### config.mk
export PLATFORM = sky130hd
export DESIGN_NAME = note_beep_sequencer
export DESIGN_NICKNAME = d
export VERILOG_FILES = /design/src/rtl/nbs_pkg.sv /design/src/rtl/nbs_apb_regs.sv /design/src/rtl/nbs_seq_core.sv /design/src/rtl/note_beep_sequencer.sv
export VERILOG_INCLUDE_DIRS = /design/src /design/src/rtl
export SDC_FILE = /design/constraint.sdc
export NUM_CORES = 1
export LEC_CHECK = 0
export BUFFER_PORTS_ARGS = -buffer_cell sky130_fd_sc_hd__buf_4
export CORE_ASPECT_RATIO = 1.1
export CORE_MARGIN = 2
export CORE_UTILIZATION = 51
export CTS_CLUSTER_DIAMETER = 30
export CTS_CLUSTER_SIZE = 30
export DETAILED_ROUTE_END_ITERATION = 10
export PLACE_DENSITY = 0.77
export REMOVE_ABC_BUFFERS = 1
export SKIP_LAST_GASP = 1
export SYNTH_ARGS = -nofsm -noshare
export SYNTH_HDL_FRONTEND = slang
export SYNTH_HIERARCHICAL = 1
export SYNTH_SLANG_ARGS = --single-unit
### constraint.sdc
create_clock -name clk -period 4.7 [get_ports clk]
set_clock_uncertainty 0.2 [all_clocks]
set_input_delay 0.235 -clock clk [delete_from_list [all_inputs] [get_ports clk]]
set_output_delay 0.235 -clock clk [all_outputs]
set_load 0.02 [all_outputs]
### src/rtl/note_beep_sequencer_macros.svh
// Assertion macros shared by the note beep sequencer RTL.
// No dependencies; included by the modules that carry assertions.
`ifndef NOTE_BEEP_SEQUENCER_MACROS_SVH
`define NOTE_BEEP_SEQUENCER_MACROS_SVH

// Same-cycle implication, disabled while reset is asserted.
`define NBS_ASSERT_SAME(label, clk, rst_n, ante, cons, msg) \
	label: assert property (@(posedge clk) disable iff (!rst_n) (ante) |-> (cons)) \
		else $error(msg);

// Next-cycle implication, disabled while reset is asserted.
`define NBS_ASSERT_NEXT(label, clk, rst_n, ante, cons, msg) \
	label: assert property (@(posedge clk) disable iff (!rst_n) (ante) |=> (cons)) \
		else $error(msg);

`endif

### src/rtl/nbs_pkg.sv
// Shared types, constants and the note period table for the note beep sequencer.
// No dependencies; used by every module of the block by scoped names.
`default_nettype none

package nbs_pkg;

	localparam int RELOAD_W = 13;
	localparam int COMPARE_W = 12;
	localparam int NOTE_W = 5;
	localparam int LEN_W = 4;
	localparam int NOW_W = 32;
	localparam int PHASE_W = 2;

	// Play limit is 40 ms shifted left by a length code of up to 15.
	localparam int LIMIT_W = 21;
	localparam logic [LIMIT_W-1:0] LIMIT_BASE = 21'd40;

	// Phase codes as seen on the result beats.
	localparam logic [PHASE_W-1:0] PHASE_CODE_IDLE = 2'd0;
	localparam logic [PHASE_W-1:0] PHASE_CODE_PLAYING = 2'd1;
	localparam logic [PHASE_W-1:0] PHASE_CODE_STOPPED = 2'd2;

	// Register map: word index taken from paddr[2].
	localparam logic REG_MUTE_ENABLE = 1'b0;

	typedef enum logic [2:0] {
		PH_IDLE = 3'b001,
		PH_PLAYING = 3'b010,
		PH_STOPPED = 3'b100
	} nbs_phase_t;

	typedef struct packed {
		logic request;
		logic [NOTE_W-1:0] note_index;
		logic [LEN_W-1:0] length_code;
		logic [NOW_W-1:0] now_ms;
	} nbs_item_t;

	typedef struct packed {
		logic [RELOAD_W-1:0] period_reload;
		logic [COMPARE_W-1:0] duty_compare;
		logic acknowledge;
		logic [PHASE_W-1:0] phase;
	} nbs_result_t;

	typedef struct packed {
		logic [RELOAD_W-1:0] reload;
		logic [COMPARE_W-1:0] compare;
	} nbs_tone_t;

	// PWM settings per note: period is 1e6 / frequency in microseconds,
	// reload is period - 1 and compare is half the period. Rest and the
	// unused indexes above 22 give silence.
	function automatic nbs_tone_t note_tone(input logic [NOTE_W-1:0] idx);
		nbs_tone_t t;
		case (idx)
			5'd1: t = '{13'd7632, 12'd3816};
			5'd2: t = '{13'd6801, 12'd3401};
			5'd3: t = '{13'd6059, 12'd3030};
			5'd4: t = '{13'd5713, 12'd2857};
			5'd5: t = '{13'd5101, 12'd2551};
			5'd6: t = '{13'd4544, 12'd2272};
			5'd7: t = '{13'd4047, 12'd2024};
			5'd8: t = '{13'd3815, 12'd1908};
			5'd9: t = '{13'd3400, 12'd1700};
			5'd10: t = '{13'd3029, 12'd1515};
			5'd11: t = '{13'd2864, 12'd1432};
			5'd12: t = '{13'd2550, 12'd1275};
			5'd13: t = '{13'd2271, 12'd1136};
			5'd14: t = '{13'd2023, 12'd1012};
			5'd15: t = '{13'd1911, 12'd956};
			5'd16: t = '{13'd1702, 12'd851};
			5'd17: t = '{13'd1516, 12'd758};
			5'd18: t = '{13'd1431, 12'd716};
			5'd19: t = '{13'd1274, 12'd637};
			5'd20: t = '{13'd1135, 12'd568};
			5'd21: t = '{13'd1011, 12'd506};
			5'd22: t = '{13'd954, 12'd477};
			default: t = '{'0, '0};
		endcase
		return t;
	endfunction

endpackage

`default_nettype wire

### src/rtl/nbs_apb_regs.sv
// APB register slice of the note beep sequencer: holds the mute enable bit.
// Depends on nbs_pkg for the register map.
`default_nettype none

module nbs_apb_regs (
	input  wire logic        clk,
	input  wire logic        arst_n,
	input  wire logic        psel,
	input  wire logic        penable,
	input  wire logic        pwrite,
	input  wire logic [2:0]  paddr,
	input  wire logic [31:0] pwdata,
	output logic      [31:0] prdata,
	output logic             pready,
	output logic             mute_enable
);

	logic mute_q;
	logic wr_en;

	assign pready = 1'b1;
	assign wr_en = psel && penable && pwrite && pready;

	always_ff @(posedge clk or negedge arst_n) begin
		if (!arst_n) begin
			mute_q <= 1'b0;
		end else if (wr_en && (paddr[2] == nbs_pkg::REG_MUTE_ENABLE)) begin
			mute_q <= pwdata[0];
		end
	end

	always_comb begin
		prdata = '0;
		if (paddr[2] == nbs_pkg::REG_MUTE_ENABLE) begin
			prdata = {31'd0, mute_q};
		end
	end

	assign mute_enable = mute_q;

endmodule

`default_nettype wire

### src/rtl/nbs_seq_core.sv
// Phase sequencer of the note beep sequencer: state registers and the poll update.
// Depends on nbs_pkg and note_beep_sequencer_macros.svh.
`default_nettype none
`include "note_beep_sequencer_macros.svh"

module nbs_seq_core #(
	parameter int NOTE_COUNT = 23,
	parameter int TIME_BITS = 32
) (
	input  wire logic               clk,
	input  wire logic               arst_n,
	input  wire logic               advance,
	input  wire nbs_pkg::nbs_item_t item,
	input  wire logic               mute_enable,
	output nbs_pkg::nbs_result_t    result
);

	localparam int CMP_W = (TIME_BITS > nbs_pkg::LIMIT_W) ? TIME_BITS : nbs_pkg::LIMIT_W;
	localparam int IDX_W = nbs_pkg::NOTE_W + 1;

	nbs_pkg::nbs_phase_t phase_q, phase_d;
	logic [TIME_BITS-1:0] start_time_q, start_time_d;
	logic [nbs_pkg::RELOAD_W-1:0] reload_q, reload_d;
	logic [nbs_pkg::COMPARE_W-1:0] compare_q, compare_d;
	logic ack_q, ack_d;

	logic [TIME_BITS-1:0] now_t;
	logic [TIME_BITS-1:0] elapsed;
	logic [nbs_pkg::LIMIT_W-1:0] limit;
	logic expired;
	logic silent;
	nbs_pkg::nbs_tone_t tone;

	assign now_t = item.now_ms[TIME_BITS-1:0];
	assign elapsed = now_t - start_time_q;
	assign limit = nbs_pkg::LIMIT_BASE << item.length_code;
	assign expired = CMP_W'(elapsed) > CMP_W'(limit);
	assign tone = nbs_pkg::note_tone(item.note_index);
	assign silent = mute_enable || ({1'b0, item.note_index} >= IDX_W'(NOTE_COUNT));

	always_comb begin
		phase_d = phase_q;
		start_time_d = start_time_q;
		reload_d = reload_q;
		compare_d = compare_q;
		ack_d = ack_q;
		case (phase_q)
			nbs_pkg::PH_PLAYING: begin
				// The held values stay on the poll that leaves playing.
				if (!item.request || expired) begin
					phase_d = nbs_pkg::PH_STOPPED;
				end
			end
			nbs_pkg::PH_STOPPED: begin
				reload_d = '0;
				compare_d = '0;
				ack_d = item.request;
				if (!item.request) begin
					phase_d = nbs_pkg::PH_IDLE;
				end
			end
			default: begin
				phase_d = nbs_pkg::PH_IDLE;
				reload_d = '0;
				compare_d = '0;
				if (item.request) begin
					phase_d = nbs_pkg::PH_PLAYING;
					start_time_d = now_t;
					if (!silent) begin
						reload_d = tone.reload;
						compare_d = tone.compare;
					end
				end
			end
		endcase
	end

	always_ff @(posedge clk or negedge arst_n) begin
		if (!arst_n) begin
			phase_q <= nbs_pkg::PH_IDLE;
			start_time_q <= '0;
			reload_q <= '0;
			compare_q <= '0;
			ack_q <= 1'b0;
		end else if (advance) begin
			phase_q <= phase_d;
			start_time_q <= start_time_d;
			reload_q <= reload_d;
			compare_q <= compare_d;
			ack_q <= ack_d;
		end
	end

	always_comb begin
		result.period_reload = reload_d;
		result.duty_compare = compare_d;
		result.acknowledge = ack_d;
		case (phase_d)
			nbs_pkg::PH_PLAYING: result.phase = nbs_pkg::PHASE_CODE_PLAYING;
			nbs_pkg::PH_STOPPED: result.phase = nbs_pkg::PHASE_CODE_STOPPED;
			default: result.phase = nbs_pkg::PHASE_CODE_IDLE;
		endcase
	end

	// Acknowledge is only ever held while the sequencer sits in stopped.
	`NBS_ASSERT_SAME(a_ack_only_stopped, clk, arst_n, ack_q, phase_q == nbs_pkg::PH_STOPPED, "ack outside stopped")
	// A stopped poll always clears the held PWM values.
	`NBS_ASSERT_NEXT(a_stop_clears, clk, arst_n, advance && (phase_q == nbs_pkg::PH_STOPPED), (reload_q == '0) && (compare_q == '0), "stopped poll left PWM values")
	// A request in idle captures the poll time as the start time.
	`NBS_ASSERT_NEXT(a_start_capture, clk, arst_n, advance && (phase_q == nbs_pkg::PH_IDLE) && item.request, (start_time_q == $past(now_t)) && (phase_q == nbs_pkg::PH_PLAYING), "start time not captured")

endmodule

`default_nettype wire

### src/rtl/note_beep_sequencer.sv
// Each poll beat passes the input register and then the result register to m_tdata.
// Throughput: one poll per cycle; the input register and the result register keep
// moving as long as the downstream side takes beats, and either can hold one beat.
// Reset (arst_n low, asynchronous) returns the sequencer to idle with m_tvalid low,
// clears the mute enable and empties both registers. No clearing pass is needed.
// Depends on nbs_pkg, nbs_apb_regs and nbs_seq_core.
`default_nettype none

module note_beep_sequencer #(
	parameter int NOTE_COUNT = 23,
	parameter int TIME_BITS = 32
) (
	input  wire logic        clk,
	input  wire logic        arst_n,
	// Poll beats.
	input  wire logic        s_tvalid,
	output logic             s_tready,
	// [0] request, [5:1] note_index, [9:6] length_code, [41:10] now_ms, [47:42] zero
	input  wire logic [47:0] s_tdata,
	// Result beats.
	output logic             m_tvalid,
	input  wire logic        m_tready,
	// [12:0] period_reload, [24:13] duty_compare, [25] acknowledge, [27:26] phase,
	// [31:28] zero
	output logic      [31:0] m_tdata,
	// Configuration port.
	input  wire logic        psel,
	input  wire logic        penable,
	input  wire logic        pwrite,
	input  wire logic [2:0]  paddr,
	input  wire logic [31:0] pwdata,
	output logic      [31:0] prdata,
	output logic             pready
);

	// The input register holds one poll beat. It hands the beat to the
	// sequencer core, which updates its state and produces the result
	// for the output register in the same cycle.
	logic valid_s1;
	nbs_pkg::nbs_item_t item_s1;
	logic out_valid_q;
	nbs_pkg::nbs_result_t out_q;

	logic out_free;
	logic advance;
	logic in_take;
	logic mute_enable;
	nbs_pkg::nbs_result_t result;

	// The output register can load when it is empty or is being emptied.
	assign out_free = !out_valid_q || m_tready;
	assign advance = valid_s1 && out_free;
	assign s_tready = !valid_s1 || out_free;
	assign in_take = s_tvalid && s_tready;

	always_ff @(posedge clk or negedge arst_n) begin
		if (!arst_n) begin
			valid_s1 <= 1'b0;
		end else if (in_take) begin
			valid_s1 <= 1'b1;
		end else if (advance) begin
			valid_s1 <= 1'b0;
		end
	end

	// Payload of the input register needs no reset.
	always_ff @(posedge clk) begin
		if (in_take) begin
			item_s1.request <= s_tdata[0];
			item_s1.note_index <= s_tdata[5:1];
			item_s1.length_code <= s_tdata[9:6];
			item_s1.now_ms <= s_tdata[41:10];
		end
	end

	nbs_apb_regs u_regs (
		.clk         (clk),
		.arst_n      (arst_n),
		.psel        (psel),
		.penable     (penable),
		.pwrite      (pwrite),
		.paddr       (paddr),
		.pwdata      (pwdata),
		.prdata      (prdata),
		.pready      (pready),
		.mute_enable (mute_enable)
	);

	nbs_seq_core #(
		.NOTE_COUNT (NOTE_COUNT),
		.TIME_BITS  (TIME_BITS)
	) u_core (
		.clk         (clk),
		.arst_n      (arst_n),
		.advance     (advance),
		.item        (item_s1),
		.mute_enable (mute_enable),
		.result      (result)
	);

	always_ff @(posedge clk or negedge arst_n) begin
		if (!arst_n) begin
			out_valid_q <= 1'b0;
		end else if (out_free) begin
			out_valid_q <= valid_s1;
		end
	end

	always_ff @(posedge clk) begin
		if (advance) begin
			out_q <= result;
		end
	end

	assign m_tvalid = out_valid_q;
	assign m_tdata = {4'd0, out_q.phase, out_q.acknowledge, out_q.duty_compare,
		out_q.period_reload};

endmodule

`default_nettype wire
==> results.ini <==
[outcome]
status=complete, no violations

[final_layout]
layout_common_cells=buf_4 (140), nand2_1 (99), edfxtp_1 (70)
n_antenna_cell=0
layout_commonest_cell=buf_4
final_cell_count_no_fill=1223
drive_above_1_share_pct=23.4
area.growth.synth_to_final_pct=25.6
stdcell_area_um2=10500
nets=1154

[clock_tree]
clk_pin_slew_ns=0.07
htreeDepth=4
root_buffer=clkbuf_16
clock_sink_count=134
clk_latency_ns=0.43
cts_buffers=17
clockBufferDepth=2
tritoncts=done

[routing]
drt-vias-per-instance=5.55
drc_errors=0
drtPass1Iterations=7
routedWlPerCell_um=16.3
dr.first_iter.drc_count=414
drt-total-wl_mm=20.0
ant_nets=0
vias=6788

[sta]
post-route-period-util_pct=98.6
setup_viol=0
max_freq_mhz=216
rsz0062_at_grt=true
final-max-slew-violation-count=0
hold_slack_ns=0.234
timing_hold_violations_final=0
fin_ws_ns=0.0652
setup_tns_ns=0
tightest_slew_ns=1.10
fin_crit_ns=4.63
slew_headroom_pct=26.3

[power]
power.density_nw_per_um2=595
p_clk_share_pct=21.6
seqPwrFrac_pct=26.6
switching_share_pct=39.0
p_int_w=0.00382
combPwrFrac_pct=51.8
p_leak_nw=4.84
p_switching_w=0.00244
ir_drop_v=0.000307

[synth]
synth_area_leaders=edfxtp_1 (25%), dfrtp_1 (19%), ha_1 (8.5%), mux2_2 (4.7%), nand2_1 (4.4%)
ys_types=74
synthCells=846
synth_top_area_cell=edfxtp_1
async_flop_share_pct=47.8
synth-edff-count=70
yosys_warnings=6
ys_seq_area_share_pct=44.2
synth_top_area_share_pct=25.1
syn_area_um2=8380
yosys_most_used_dff=edfxtp_1
syn_avg_cell_area_um2=9.91
yosys_register_bits=134

[global_route]
grt_pass1_vias=6891
use_met3_pct=4.61
gr-max-usage-layer=met2
grt_overflow=0
grt_usage_pct=23.0
grt_pass1_wl_mm=32.6
antenna_found_initial=0
use_met1_pct=27.4
grt_max_degree=65
grtUsageMet2_pct=41.3

[setup_path]
r2r_end=u_core/phase_q[2]$_DFFE_PN0P_
critPathTopFamily=simple AND/OR/NAND/NOR gates
reg2regPathDepth=21
worst_ep_required_time_ns=4.81
critPathLaunchType=flop
max_stage_delay_ns=0.40
critPathKind=reg2reg
r2r-start=u_core/start_time_q[0]$_DFFE_PN0P_
crit_fanout=3
crit_buf_inv=2
cp_cell_sequence=ha_2 > fa_2 > nand2b_4 > a21oi_4 > o21ai_2 > buf_4 > o211ai_1 > nor2_1 > nor2_1 > nor2_1 > xnor2_1 > ha_1 > nand3_1 > or2_1 > or3_4 > o41ai_4 > buf_4 > nand4_1 > nor4_2 > nand4_1 > a32o_1
endpoint_kind=flop
arrival_ns=4.74
crit_slowest_cell=or3_4
rrSetupSlack_ns=0.07
crit_top_cell=nor2_1

[placement]
dp_cells=1127
post-place-ws_ns=-0.461
post_dp_cell_area_um2=9250
dp_hpwl_mm=13.1
portBuffers=81
gp_congestion=0.940

[die]
ios=157
num_rows=49
dieHeight_um=138
initial_core_util_pct=51.6
dieArea_um2=17500
fp.dieW_um=126
core_area_um2=16200

[run]
maxCapViolCount=0

[worst_hold_path]
holdCritPathClass=in2async

final cells by class:
type	count	area [µm²]
Timing Repair Buffer	188	1530
Fill cell	1255	5720
Clock buffer	18	429
Multi-Input combinational cell	621	4280
Tap cell	204	255
Sequential cell	134	3700
Clock inverter	14	165
Inverter	44	165
power groups by stage:
stage,Combinational [W],Clock [W],Sequential (W)
2_1_floorplan,0.00204,0,0.00168
6_report,0.00324,0.00135,0.00166
3_5_place_dp,0.00292,0,0.00168
5_1_grt,0.00359,0.00143,0.00170
4_1_cts,0.00306,0.00137,0.00166
3_3_place_gp,0.00288,0,0.00166
layer usage:
layer / up-vias / wire length [µm]
met5: - / 0
li1: 3321 / -
met2: 206 / 10300
met1: 3223 / 8390
met3: 38 / 866
met4: 0 / 367
worst max path at each step:
stage	startpoint	endpoint	slack, ns	cells after the start
4_1_cts	u_core/start_time_q[0]$_DFFE_PN0P_	u_core/phase_q[2]$_DFFE_PN0P_	0.04	21
6_report	u_core/start_time_q[0]$_DFFE_PN0P_	u_core/phase_q[2]$_DFFE_PN0P_	0.07	21
2_1_floorplan	u_core/start_time_q[0]$_DFFE_PN0P_	u_core/phase_q[2]$_DFFE_PN0P_	0.06	20
3_5_place_dp	u_core/start_time_q[0]$_DFFE_PN0P_	u_core/phase_q[2]$_DFFE_PN0P_	-0.46	21
3_3_place_gp	item_s1[0]$_DFFE_PP_	u_core/phase_q[2]$_DFFE_PN0P_	-0.25	22
5_1_grt	u_core/start_time_q[0]$_DFFE_PN0P_	u_core/phase_q[2]$_DFFE_PN0P_	-0.17	21
synth_stat cells (7+ instances only):
library cell and instances:
nand2_1 99, edfxtp_1 70, a21oi_1 65, dfrtp_1 63
ha_1 57, inv_1 43, nor2_1 41, buf_4 37
o21ai_0 37, mux2_2 35, a21o_1 34, clkbuf_1 32
xnor2_1 22, nand2b_1 16, nand3_1 16, nand4_1 15
nor3_1 12, a22o_1 11, o211ai_1 10, nor2b_1 8
xor2_1 8, buf_1 7
registers in the layout (all words and copies together) (netlist names):
name                 count
u_core/phase_q           3
u_regs/mute_enable       1
u_core/start_time_q     32
u_core/ack_q             1
valid_s1                 1
u_core/reload_q         13
u_core/compare_q        12
m_tvalid                 1
item_s1                 42
m_tdata                 28
logic make-up after synthesis:
kind of cell / synth area share (%)
AOI/OAI and AO/OA: 17.2
xor gates and xnor gates: 3.13
adders and majority gates: 8.75
buffers and inverters: 7.34
DFF: 44.2
muxes: 5.34
other: 0.134
and+or+nand+nor: 13.9
timing repair:
| action | in CTS | in global routing |
|---|---|---|
| endpoints found under the hold margin | 108 | 0 |
| hold buffers | 48 | 0 |
| setup buffers | 9 | 7 |
| gates resized for setup | 5 | 16 |
| pin swaps | 6 | 7 |
| setup endpoints to repair | 4 | 4 |
through the flow:
step / utilization (%) / power (W)
after floorplan: - / 0.00372
after global placement: 56.9 / 0.00455
after detailed placement: 56.9 / 0.00460
after CTS: 64.0 / 0.00609
after global routing: 64.8 / 0.00672
final: 64.8 / 0.00626
Power figures use the tool's default switching activity.
